File: src/rtl/core/rgbabm_pkg.sv
// ----------------------------------------------------------------------------
// rgbabm_pkg
// Mode codes, stage-enable struct and byte-product helper for the blend unit.
// ----------------------------------------------------------------------------
package rgbabm_pkg;

    typedef enum logic [4:0] {
        MODE_CLEAR      = 5'd0,
        MODE_SRCATOP    = 5'd1,
        MODE_DSTATOP    = 5'd2,
        MODE_SRCIN      = 5'd3,
        MODE_DSTIN      = 5'd4,
        MODE_SRCOUT     = 5'd5,
        MODE_DSTOUT     = 5'd6,
        MODE_SRCOVER    = 5'd7,
        MODE_DSTOVER    = 5'd8,
        MODE_MODULATE   = 5'd9,
        MODE_MULTIPLY   = 5'd10,
        MODE_SCREEN     = 5'd11,
        MODE_XOR        = 5'd12,
        MODE_PLUS       = 5'd13,
        MODE_DARKEN     = 5'd14,
        MODE_LIGHTEN    = 5'd15,
        MODE_EXCLUSION  = 5'd16,
        MODE_DIFFERENCE = 5'd17
    } t_blend_mode;

    localparam t_blend_mode BLEND_MODE_RESET = MODE_SRCOVER;
    localparam int unsigned NUM_CHANNELS     = 4;
    localparam int unsigned ALPHA_CHANNEL    = 3;

    // Load strobes for the four lane stages.
    typedef struct packed {
        logic ld1;
        logic ld2;
        logic ld3;
        logic ld4;
    } t_stage_en;

    // Byte product approximation: (x*y + x) >> 8.
    function automatic logic [7:0] bmul(input logic [7:0] x, input logic [7:0] y);
        logic [15:0] prod;
        prod = (16'(x) * 16'(y)) + 16'(x);
        return prod[15:8];
    endfunction

endpackage

File: src/rtl/core/rgbabm_lane.sv
// ----------------------------------------------------------------------------
// rgbabm_lane
// One byte channel of the blend datapath: products, mode blend, coverage
// products, final sum. Four register stages, loaded by the top's strobes.
// ----------------------------------------------------------------------------
module rgbabm_lane
    import rgbabm_pkg::*;
(
    input  logic        i_clk,
    input  t_stage_en   i_en,
    input  logic        i_is_alpha,
    input  logic [7:0]  i_src,
    input  logic [7:0]  i_dst,
    input  logic [7:0]  i_src_alpha,
    input  logic [7:0]  i_dst_alpha,
    input  logic [7:0]  i_coverage,
    input  t_blend_mode i_mode,
    output logic [7:0]  o_byte
);

    // stage 1: all byte products the modes draw on
    logic [7:0]  r1_src, r1_dst, r1_cov;
    t_blend_mode r1_mode;
    logic [7:0]  r1_s_da, r1_d_isa, r1_d_sa, r1_s_ida, r1_s_d, r1_is_d;

    always_ff @(posedge i_clk) begin
        if (i_en.ld1) begin
            r1_src   <= i_src;
            r1_dst   <= i_dst;
            r1_cov   <= i_coverage;
            r1_mode  <= i_mode;
            r1_s_da  <= bmul(i_src, i_dst_alpha);
            r1_d_isa <= bmul(i_dst, ~i_src_alpha);
            r1_d_sa  <= bmul(i_dst, i_src_alpha);
            r1_s_ida <= bmul(i_src, ~i_dst_alpha);
            r1_s_d   <= bmul(i_src, i_dst);
            r1_is_d  <= bmul(~i_src, i_dst);
        end
    end

    // stage 2: mode select, wrapping byte arithmetic except the saturating plus
    logic [7:0] sum_sd, min_pq, max_pq, n_blend;
    logic [8:0] wide_sd;

    always_comb begin
        sum_sd  = r1_src + r1_dst;
        wide_sd = {1'b0, r1_src} + {1'b0, r1_dst};
        min_pq  = (r1_s_da > r1_d_sa) ? r1_d_sa : r1_s_da;
        max_pq  = (r1_s_da > r1_d_sa) ? r1_s_da : r1_d_sa;
        case (r1_mode)
            MODE_CLEAR:      n_blend = 8'd0;
            MODE_SRCATOP:    n_blend = r1_s_da + r1_d_isa;
            MODE_DSTATOP:    n_blend = r1_d_sa + r1_s_ida;
            MODE_SRCIN:      n_blend = r1_s_da;
            MODE_DSTIN:      n_blend = r1_d_sa;
            MODE_SRCOUT:     n_blend = r1_s_ida;
            MODE_DSTOUT:     n_blend = r1_d_isa;
            MODE_SRCOVER:    n_blend = sum_sd - r1_d_sa;
            MODE_DSTOVER:    n_blend = sum_sd - r1_s_da;
            MODE_MODULATE:   n_blend = r1_s_d;
            MODE_MULTIPLY:   n_blend = r1_s_ida + r1_d_isa + r1_s_d;
            MODE_SCREEN:     n_blend = r1_src + r1_is_d;
            MODE_XOR:        n_blend = r1_s_ida + r1_d_isa;
            MODE_PLUS:       n_blend = wide_sd[8] ? 8'hff : wide_sd[7:0];
            MODE_DARKEN:     n_blend = i_is_alpha ? (sum_sd - r1_d_sa) : (sum_sd - max_pq);
            MODE_LIGHTEN:    n_blend = i_is_alpha ? (sum_sd - r1_d_sa) : (sum_sd - min_pq);
            MODE_EXCLUSION:  n_blend = i_is_alpha ? (sum_sd - r1_s_d)
                                                  : (sum_sd - r1_s_d - r1_s_d);
            MODE_DIFFERENCE: n_blend = i_is_alpha ? (sum_sd - min_pq)
                                                  : (sum_sd - min_pq - min_pq);
            default:         n_blend = 8'd0;
        endcase
    end

    logic [7:0] r2_blend, r2_dst, r2_cov;

    always_ff @(posedge i_clk) begin
        if (i_en.ld2) begin
            r2_blend <= n_blend;
            r2_dst   <= r1_dst;
            r2_cov   <= r1_cov;
        end
    end

    // stage 3: coverage weights
    logic [7:0] r3_blend_t, r3_dst_it;

    always_ff @(posedge i_clk) begin
        if (i_en.ld3) begin
            r3_blend_t <= bmul(r2_blend, r2_cov);
            r3_dst_it  <= bmul(r2_dst, ~r2_cov);
        end
    end

    // stage 4: output byte
    logic [7:0] r4_byte;

    always_ff @(posedge i_clk) begin
        if (i_en.ld4) begin
            r4_byte <= r3_blend_t + r3_dst_it;
        end
    end

    assign o_byte = r4_byte;

endmodule

File: config.mk
export PLATFORM = sky130hd
export DESIGN_NAME = rgbabm_lane
export DESIGN_NICKNAME = d
export VERILOG_FILES = /design/src/rtl/core/rgbabm_pkg.sv /design/src/rtl/core/rgbabm_lane.sv
export SDC_FILE = /design/constraint.sdc
export NUM_CORES = 1
export LEC_CHECK = 0
export ABC_AREA = 1
export BUFFER_PORTS_ARGS = -buffer_cell sky130_fd_sc_hd__buf_2
export CELL_PAD_IN_SITES_DETAIL_PLACEMENT = 1
export CELL_PAD_IN_SITES_GLOBAL_PLACEMENT = 1
export CORE_MARGIN = 3
export CORE_UTILIZATION = 54
export DETAILED_ROUTE_END_ITERATION = 16
export PLACE_DENSITY = 0.86
export SYNTH_ARGS = -nofsm -noshare
export SYNTH_HDL_FRONTEND = slang
export SYNTH_SLANG_ARGS = --single-unit
File: constraint.sdc
create_clock -name i_clk -period 16.7 [get_ports i_clk]
set_clock_uncertainty 0.1 [all_clocks]
set_input_delay 3.34 -clock i_clk [delete_from_list [all_inputs] [get_ports i_clk]]
set_output_delay 3.34 -clock i_clk [all_outputs]
set_load 0.05 [all_outputs]
After elaboration in Yosys (flattened, before gate mapping). Cells that the tools add are included.

Bits of input ports: 51. Word-level logic and storage cells: 77. Register bits: 125.

Equality and inequality tests: 17. Add/subtract/negate cells: 23. Order comparisons: 1. $mul: 8. Multiplexer cells: 8. Bitwise gates (word level): 4.

Operators with widths (count): $pmux W8 S17 (1); $add A16 B8 Y16 (8); $mul A8 B8 Y16 (8); $add A8 B8 Y8 (7); $mux W8 (7); $sub A8 B8 Y8 (7); $eq A5 B4 Y1 const B (8); $not A8 Y8 (4); $eq A5 B3 Y1 const B (4); $eq A5 B2 Y1 const B (2); $eq A5 B5 Y1 const B (2); $add A8 B8 Y9 (1); $gt A8 B8 Y1 (1); $eq A5 B1 Y1 const B (1).

Logic depth before layout (Yosys ltp). Gate-level depths: netlist of the first run.

Depth after elaboration: 6. Mapped depth: 33. Mapped depth without buffers: 32.

Least setup slack after synthesis of the first run. OpenSTA, ideal clock, no wires.

Path type: in2reg. Start: input port i_dst[6]. End: register r1_d_sa[7], data pin. Library setup time: 0.262 ns. Path buffers: 2. Stages on the path: 21. Setup slack: 8.827 ns. Data required time: 16.338 ns. Data arrival time: 7.511 ns. Path through: clkbuf_1 > buf_1 > nand2_1 > fa_1 > fa_1 > fa_1 > fa_1 > inv_1 > ha_1 > a21oi_1 > o21ai_0 > a21oi_1 > inv_1 > a21oi_1 > o21ai_1 > nand2_1 > nand2_1 > nand2_1 > nor2_1 > nor3_2 > xor2_1.

Word-level cells in the longest chain between the ends: 2.

Ends and longest elaborated chain: from (decl) (line rgbabm_lane.sv:13) `input logic [7:0] i_dst,`; $mul A8 B8 Y16 (line rgbabm_pkg.sv:43) `prod = (16'(x) * 16'(y)) + 16'(x);`; $add A16 B8 Y16 (*) (line rgbabm_pkg.sv:43); to (signal assigned) (line rgbabm_lane.sv:34) `r1_d_sa <= bmul(i_dst, i_src_alpha);`; to (decl) (line rgbabm_lane.sv:24) `logic [7:0] r1_s_da, r1_d_isa, r1_d_sa, r1_s_ida, r1_s_d, r1_is_d;`.

Mark *: on every way between the ends. The rest lies on a longest branch, timed or not. A chain may end at the register's enable or synchronous reset.

Final worst setup path of the first run.
Start: input port i_src[7]. End: register r1_s_da[7], data pin.

Word-level cells in the longest chain between the ends: 2.

Ends and longest elaborated chain: from (decl) (line rgbabm_lane.sv:12) `input logic [7:0] i_src,`; $mul A8 B8 Y16 (line rgbabm_pkg.sv:43); $add A16 B8 Y16 (*) (line rgbabm_pkg.sv:43); to (signal assigned) (line rgbabm_lane.sv:32) `r1_s_da <= bmul(i_src, i_dst_alpha);`; to (decl) (line rgbabm_lane.sv:24).

Marks and branches as above.

==> results by group, run 1 <==
Run status
  • Status: finished, final reports clean

Detailed routing
  • Via density: 5.708
  • Vias: between 20k and 25k
  • Routed wire per std cell: between 20 and 25 um
  • Final wirelength: slightly above 80,000 um
  • ANT nets after route: 0
  • Initial DRC Count: around 1.3k
  • 1st-pass router iterations: 7
  • Post-route DRC: 0

Place
  • HPWL Detailed: between 60,000 and 70,000 um
  • Dpl cells: 3,731
  • # port buffers: a little under 60
  • RD Place Congestion: between 1 and 1.5

Timing
  • Max-slew violations: 0
  • Unrepaired setup endpoints after global routing: no
  • Min cycle time layout: about 8.4 ns
  • Fmax: approximately 0.12 GHz
  • Tcrit/Tclk final: between 50% and 60%
  • Pin slew with the least headroom to its limit: 1.019 ns
  • Final hold violation count: 0
  • Post-route setup TNS: 0 ns
  • Setup violations, final: 0
  • Slew HR: around a third

Clock network
  • Post-CTS setup buffer count: 0
  • Clock root cell: clkbuf_16
  • Clock buffer depth: 2
  • Hold_buf cts: 0
  • Clock Pin Slew Worst Setup and Hold Paths: about 0.080 ns
  • Clk_lat worst skew: ~0.47 ns
  • CTS tree: done
  • H-tree depth: 4
  • Post-CTS sizing: 0
  • TritonCTS Buffers: 17
  • Sink Count: about 130

Critical path
  • Critical path endpoint category: flip-flop
  • Worst Setup EP: r1_s_da[7]$_DFFE_PP_
  • Worst reg-to-reg setup slack: about 11 ns
  • CP Class: input pin to flip-flop
  • Worst EP arrival: approximately 8.6 ns
  • CP startpoint kind: input pin
  • R2R Path Start: r2_cov[0]$_DFFE_PP_
  • Worst reg-to-reg path cell count: 17
  • R2r endpoint: r3_dst_it[7]$_DFFE_PP_
  • Start point of the critical path: i_src[7]
  • Required time of the worst setup path: 16.81 ns
  • CP Max Fanout: 27

Synthesis
  • Async SR Flop Fraction: 0%
  • Syn nets: 3,917
  • Post-Syn Area per Cell: approximately 8 um2
  • Warnings from Yosys: 0
  • Gate Count Post-Synth: between 3k and 4k
  • EDFF count, synth: 125
  • Synth Flop Type: edfxtp_1
  • Syn Std Cell Area: 0.02569 mm2
  • #FFs+latches synth: around 130
  • Sequential share of the synthesized area: ~15%
  • Yosys cell types: slightly above 60

Power and ir drop
  • Clk pwr share: 7.3%
  • Switch share: a little under three fifths
  • Leakage: about 0.015 uW
  • Sequential share of power: between 10% and 20%
  • Pwr/cell area: around 200 mW/mm2
  • Comb pwr share: between 70% and 80%
  • Pint: between 2000 and 2500 uW
  • Psw: roughly 3000 uW
  • Peak VDD IR: approximately 0.11 mV

Job
  • Max Cap Violations: 0

Min path
  • Worst Hold Class: flip-flop to flip-flop
  • Hold depth: 0

Floorplan
  • Starting Density: a little over half
  • Die height: 224.1 um
  • Die X: between 200 and 250 um
  • Floorplan core area: around 0.047 mm2
  • Die footprint: roughly 0.05 mm2
  • Io pins: 59
  • FP Rows: 79

Cells and area
  • Final std cells w/o fill: 3,763
  • Synthesis-to-finish area growth: 5.075%
  • Fillcell total: approximately 5.8k
  • Nets: approximately 3.9k
  • Layout cells sized above 1: under 10%

Global routing
  • First-pass GRT wire length: around 130,000 um
  • Largest net degree at the start of global routing: 73
  • Initial antenna violation count: 0
  • Vias in the first global route: between 20k and 25k
  • Gr ovfl total: 0
  • Total Routing Usage GR: between 30% and 40%
[power groups by stage]
stage	registers (uW)	logic [uW]	clock network (uW)
final	730	4200	390
after global routing	734	4710	405
after CTS	724	4170	392
after detailed placement	727	4060	0
after global placement	720	3680	0
after floorplan	661	2930	0
[per-stage QoR]
step / hold WS (ns) / instance area [um2] / setup slack, ns / util (%) / power [uW]
floorplan: 0.3003 / 25690 / 8.827 / - / 3586
global placement: 0.3067 / 26410 / 8.040 / 56.48 / 4403
detailed placement: 0.3065 / 26410 / 7.831 / 56.48 / 4791
CTS: 0.3212 / 26990 / 8.295 / 57.74 / 5289
global route: 0.3277 / 26990 / 7.960 / 57.74 / 5851
finish: 0.3043 / 27000 / 8.251 / 57.74 / 5317
[Yosys cell counts (7+ instances only)]
| library cell | number | area (um2) |
|---|---|---|
| clkbuf_1 | 78 | 292.8 |
| edfxtp_1 | 125 | 3754 |
| a21oi_1 | 152 | 760.7 |
| ha_1 | 360 | 4504 |
| xnor2_1 | 49 | 429.2 |
| o21ai_0 | 82 | 410.4 |
| nand3_1 | 83 | 415.4 |
| nand2_1 | 655 | 2459 |
| inv_1 | 752 | 2823 |
| nor2_1 | 190 | 713.2 |
| fa_1 | 356 | 7127 |
| a21o_1 | 11 | 82.58 |
| a211oi_1 | 7 | 52.55 |
| or2_2 | 15 | 93.84 |
| o211ai_1 | 13 | 97.59 |
| nand3b_1 | 8 | 60.06 |
| nand2_2 | 14 | 87.58 |
| xor2_1 | 66 | 578.1 |
| nand4_1 | 18 | 112.6 |
| o22ai_1 | 8 | 50.05 |
| nor3_1 | 9 | 45.04 |
[worst min path at each step]
stage	startpoint	endpoint
finish	r1_cov[0]$_DFFE_PP_	r2_cov[0]$_DFFE_PP_
global route	r1_cov[6]$_DFFE_PP_	r2_cov[6]$_DFFE_PP_
CTS	r1_cov[0]$_DFFE_PP_	r2_cov[0]$_DFFE_PP_
detailed placement	r1_cov[1]$_DFFE_PP_	r2_cov[1]$_DFFE_PP_
global placement	r1_cov[6]$_DFFE_PP_	r2_cov[6]$_DFFE_PP_
floorplan	r1_cov[0]$_DFFE_PP_	r2_cov[0]$_DFFE_PP_
[worst max-delay path, cell delays in order]
cell	delay, ns
buf_2	0.50
clkinv_1	0.65
fa_1	0.63
fa_1	0.52
fa_1	0.55
inv_1	0.05
fa_1	0.48
ha_1	0.35
a21oi_1	0.14
o21ai_0	0.09
a21oi_1	0.40
o21a_1	0.24
o21ai_0	0.14
a21o_1	0.21
a21oi_1	0.17
xor2_1	0.08
[logic make-up (layout without fill, tap and decap cells)]
| family | Yosys count | count (layout) | share of synthesized area (%) |
|---|---|---|---|
| AND/OR/NAND/NOR | 1019 | 1019 | 16.37 |
| other | 0 | 1 | 0 |
| XOR/XNOR | 116 | 116 | 3.984 |
| AO/OA/AOI/OAI | 323 | 323 | 7.178 |
| buffers and inverters | 851 | 856 | 12.59 |
| adder cells (fa/ha/maj) | 716 | 716 | 45.27 |
| flip-flops | 125 | 125 | 14.61 |
[area by class of cell]
class | instances | area (um2) | share of cell area, %
multi-input combinational | 2174 | 18700 | 69.29
tap | 607 | 759.5 | 2.813
inverter | 762 | 2860 | 10.60
timing repair buffer | 63 | 330.3 | 1.224
sequential | 125 | 3754 | 13.90
antenna | 1 | 2.502 | 0.009270
clock inverter | 14 | 160.2 | 0.5933
clock buffer | 17 | 425.4 | 1.576
[routing by layer]
metal / wire length [um] / vias up / GRT usage, %
li1: - / 9665 / -
met1: 32040 / 10900 / 39.15
met2: 41930 / 648 / 60.76
met3: 3801 / 264 / 4.180
met4: 4280 / 0 / 17.68
met5: 0 / - / 0
[layout by cell type (no fill, tap or decap), types with 6 or more instances in the layout]
master and n:
edfxtp_1 125, xor2_1 66, nor2_1 190, a211oi_1 7, xnor2_1 49, o211ai_1 13
nand2_1 655, nand3_1 83, o21ai_0 82, inv_1 752, clkbuf_16 17, o21a_1 6
o22ai_1 8, nand4_1 18, a21oi_1 152, a21o_1 11, inv_2 6, ha_1 360
nor3_1 9, fa_1 356, buf_4 6, or2_2 15, nand3b_1 8, nand2_2 14
buf_2 57, o21ai_1 6, nor4_1 6
(Power assumes the default switching activity.)
==> inputs of run 2 (changes only) <==
ABC_AREA = 0   (was 1)
CORE_UTILIZATION = 47   (was 54)
PLACE_DENSITY = 0.77   (was 0.86)
clock period = 7.75 ns   (was 16.7 ns; I/O delays follow)
==> run 2 against run 1 <==
  * Synthesized cell count fell by 14%
  * Global-route usage down 7.9 points
  * Critical path depth grew 4
  * Combinational power up 100%
  * Final cell count decreased by 8.8%
  * Power up 100%
  * Clock power grew 100%
  * Critical endpoint is now r1_s_d[7]$_DFFE_PP_
  * Largest power group unchanged
==> results by group, run 2 <==
Run status
  • Status: finished, final reports clean

Synthesis
  • Post-Syn Area per Cell: 9.283 um2 (+14%)
  • Sequential share of the synthesized area: 14.91% (+0.31 points)
  • Top cell type's share of synthesized area: 28.32% (+0.58 points)
  • Gate Count Post-Synth: 2,711 (-14%)
  • #FFs+latches synth: 125 (unchanged)
  • Warnings from Yosys: 0 (unchanged)
  • Post-synth top cells: 482 x inv_1, 360 x ha_1, 356 x fa_1
  • Syn Std Cell Area: 0.02517 mm2 (-2.0%)
  • Most frequent cell after synthesis: inv_1
  • Async SR Flop Fraction: 0% (unchanged)
  • Syn nets: 3,478 (-11%)
  • Largest cells by area after synthesis: fa_1 28%, ha_1 18%, edfxtp_1 15%, inv_1 7.2%, xnor2_1 3.9%
  • Synth Flop Type: edfxtp_1
  • Top cell type by total area after synthesis: fa_1
  • EDFF count, synth: 125 (unchanged)
  • Yosys cell types: 76 (+25%)

Detailed routing
  • ANT nets after route: 0 (unchanged)
  • Routed wire per std cell: 20.18 um (-7.4%)
  • 1st-pass router iterations: 5 (-2)
  • Final wirelength: 69,270 um (-16%)
  • Vias: 19.10k (-11%)
  • Initial DRC Count: 938 (-27%)
  • Via density: 5.564 (-2.5%)
  • Post-route DRC: 0 (unchanged)

Timing
  • Fmax: ~0.15 GHz
  • Tcrit/Tclk final: 84.99%
  • Min cycle time layout: 6.587 ns
  • Slew HR: 12.32% (-20 points)
  • Post-route setup TNS: 0 ns (unchanged)
  • Unrepaired setup endpoints after global routing: no
  • Max-slew violations: 0 (unchanged)
  • WHS: 0.3241 ns (+0.01975 ns)
  • Final hold violation count: 0 (unchanged)
  • Setup violations, final: 0 (unchanged)
  • Pin slew with the least headroom to its limit: 1.305 ns (+0.2860 ns)

Critical path
  • CP Class: input pin to flip-flop
  • Required time of the worst setup path: 7.83 ns (-8.98 ns)
  • Slowest CP cell: fa_1
  • Worst EP arrival: 6.67 ns (-1.89 ns)
  • CP Max Fanout: 25 (-7.4%)
  • CP cell instances: buf_2, inv_2, fa_1, fa_1, inv_1, ha_1, inv_1, fa_1, inv_1, ha_1, nor4bb_1, a31o_2, a21o_1, a21o_1, a21o_1, a21oi_1, o21ai_1, or4_1, a31oi_1, xnor2_1
  • CP top delay family: adder cells
  • Critical path endpoint category: flip-flop
  • CP max stage delay: 0.55 ns (-0.10 ns)
  • Buf+Inv Stages, Crit Path: 5 (+2)
  • CP startpoint kind: input pin

Cells and area
  • Synthesis-to-finish area growth: 6.404%
  • Layout cells sized above 1: 4.847% (+0.061 points)
  • Commonest non-fill, non-tap cell in the layout: inv_1
  • Nets: 3,498 (-11%)
  • Fillcell total: 6,120 (+6.4%)
  • Diodes inserted: 0 (-1)
  • Final Cell Area: 0.02678 mm2 (-0.81%)
  • Most frequent cells in the layout: 482 x inv_1, 360 x ha_1, 356 x fa_1

Global routing
  • Vias in the first global route: 22.03k (-12%)
  • Largest net degree at the start of global routing: 71 (-2.7%)
  • Initial antenna violation count: 0 (unchanged)
  • Total Routing Usage GR: 25.71% (-7.9 points)
  • Gr ovfl total: 0 (unchanged)
  • First-pass GRT wire length: 115,400 um (-13%)

Place
  • Post-DP Area: 0.02620 mm2 (-0.77%)
  • HPWL Detailed: 55,780 um (-13%)
  • # port buffers: 58 (unchanged)
  • RD Place Congestion: 0.9120 (-9.7%)

Clock network
  • Clock Pin Slew Worst Setup and Hold Paths: 0.06 ns (-0.02 ns)
  • Clock root cell: clkbuf_16
  • Sink Count: 125 (unchanged)
  • CTS tree: done
  • Clk_lat worst skew: 0.43 ns (-0.04 ns)
  • Post-CTS setup buffer count: 0 (unchanged)
  • H-tree depth: 4 (unchanged)
  • Clock buffer depth: 2 (unchanged)
  • Hold_buf cts: 0 (unchanged)
  • Post-CTS sizing: 0 (unchanged)
  • TritonCTS Buffers: 17 (unchanged)

Floorplan
  • Starting Density: 47.70% (-7.3 points)
  • Die footprint: 0.05636 mm2 (+12%)
  • FP Rows: 84 (+6.3%)
  • Die X: 237.4 um (+5.9%)
  • Io pins: 59 (unchanged)
  • Die height: 237.4 um (+5.9%)
  • Floorplan core area: 0.05276 mm2 (+13%)

Power and ir drop
  • Sequential share of power: 14.4% (+0.7 points)
  • Pint: 5408 uW (+130%)
  • Peak VDD IR: 0.2921 mV (+160%)
  • Pwr/cell area: 406.6 mW/mm2 (+110%)
  • Power, Total: 10,890 uW (+100%)
  • Clk pwr share: 7.3% (about the same)
  • Comb pwr share: 78.3% (-0.6 points)
  • Leakage: 0.01317 uW (-11%)
  • Psw: 5480 uW (+85%)
  • Switch share: 50.33% (-5.3 points)

Min path
  • Worst Hold Class: flip-flop to flip-flop

Job
  • Max Cap Violations: 0 (unchanged)
## run 2: per-stage QoR
stage,cells,utilization (%),worst slack [ns]
after floorplan,2711,-,1.215
after global routing,3432,50.75,0.7721
after global placement,3400,49.67,0.8954
after detailed placement,3400,49.67,0.6802
after CTS,3432,50.75,1.135
final,3432,50.75,1.163
## run 2: cell families after synthesis
group / after synthesis / share of synthesized area [%]
adders and majority gates: 718 / 46.30
xor gates and xnor gates: 154 / 5.444
muxes: 11 / 0.4773
and+or+nand+nor: 804 / 15.63
buffers and inverters: 569 / 8.487
AOI/OAI and AO/OA: 330 / 8.745
DFF: 125 / 14.91
## run 2: area by class of cell
class	instances	area (um2)	area share (%)
multi-input combinational	2017	19280	71.99
sequential	125	3754	14.02
inverter	486	1824	6.812
tap	688	860.8	3.215
timing repair buffer	84	488.0	1.822
clock buffer	19	432.9	1.617
clock inverter	13	141.4	0.5280
## run 2: power by group through the flow
stage,sequential (uW),combinational [uW],clock (uW)
after global placement,1560,7990,0
final,1570,8520,794
after detailed placement,1570,8470,0
after floorplan,1450,6380,0
after CTS,1560,8580,803
after global routing,1590,9710,833
## run 2: worst paths after layout
| kind | from | cells after the start | end | slack (ns) |
|---|---|---|---|---|
| setup reg to reg | r1_d_sa[1]$_DFFE_PP_ | 20 | r2_blend[7]$_DFFE_PP_ | 1.76 |
| hold / removal | r1_cov[1]$_DFFE_PP_ | 0 | r2_cov[1]$_DFFE_PP_ | 0.32 |
| hold reg to reg | r1_cov[1]$_DFFE_PP_ | 0 | r2_cov[1]$_DFFE_PP_ | 0.32 |
| setup / recovery | i_src[3] | 20 | r1_s_d[7]$_DFFE_PP_ | 1.16 |
## run 2: routing by layer
metal / vias up / part of all wire (%) / track usage (%)
met1: 9772 / 42 / 32.40
li1: 8742 / - / -
met2: 439 / 51 / 46.08
met5: - / 0 / 0
met3: 142 / 3.5 / 2.100
met4: 0 / 3.9 / 9.956
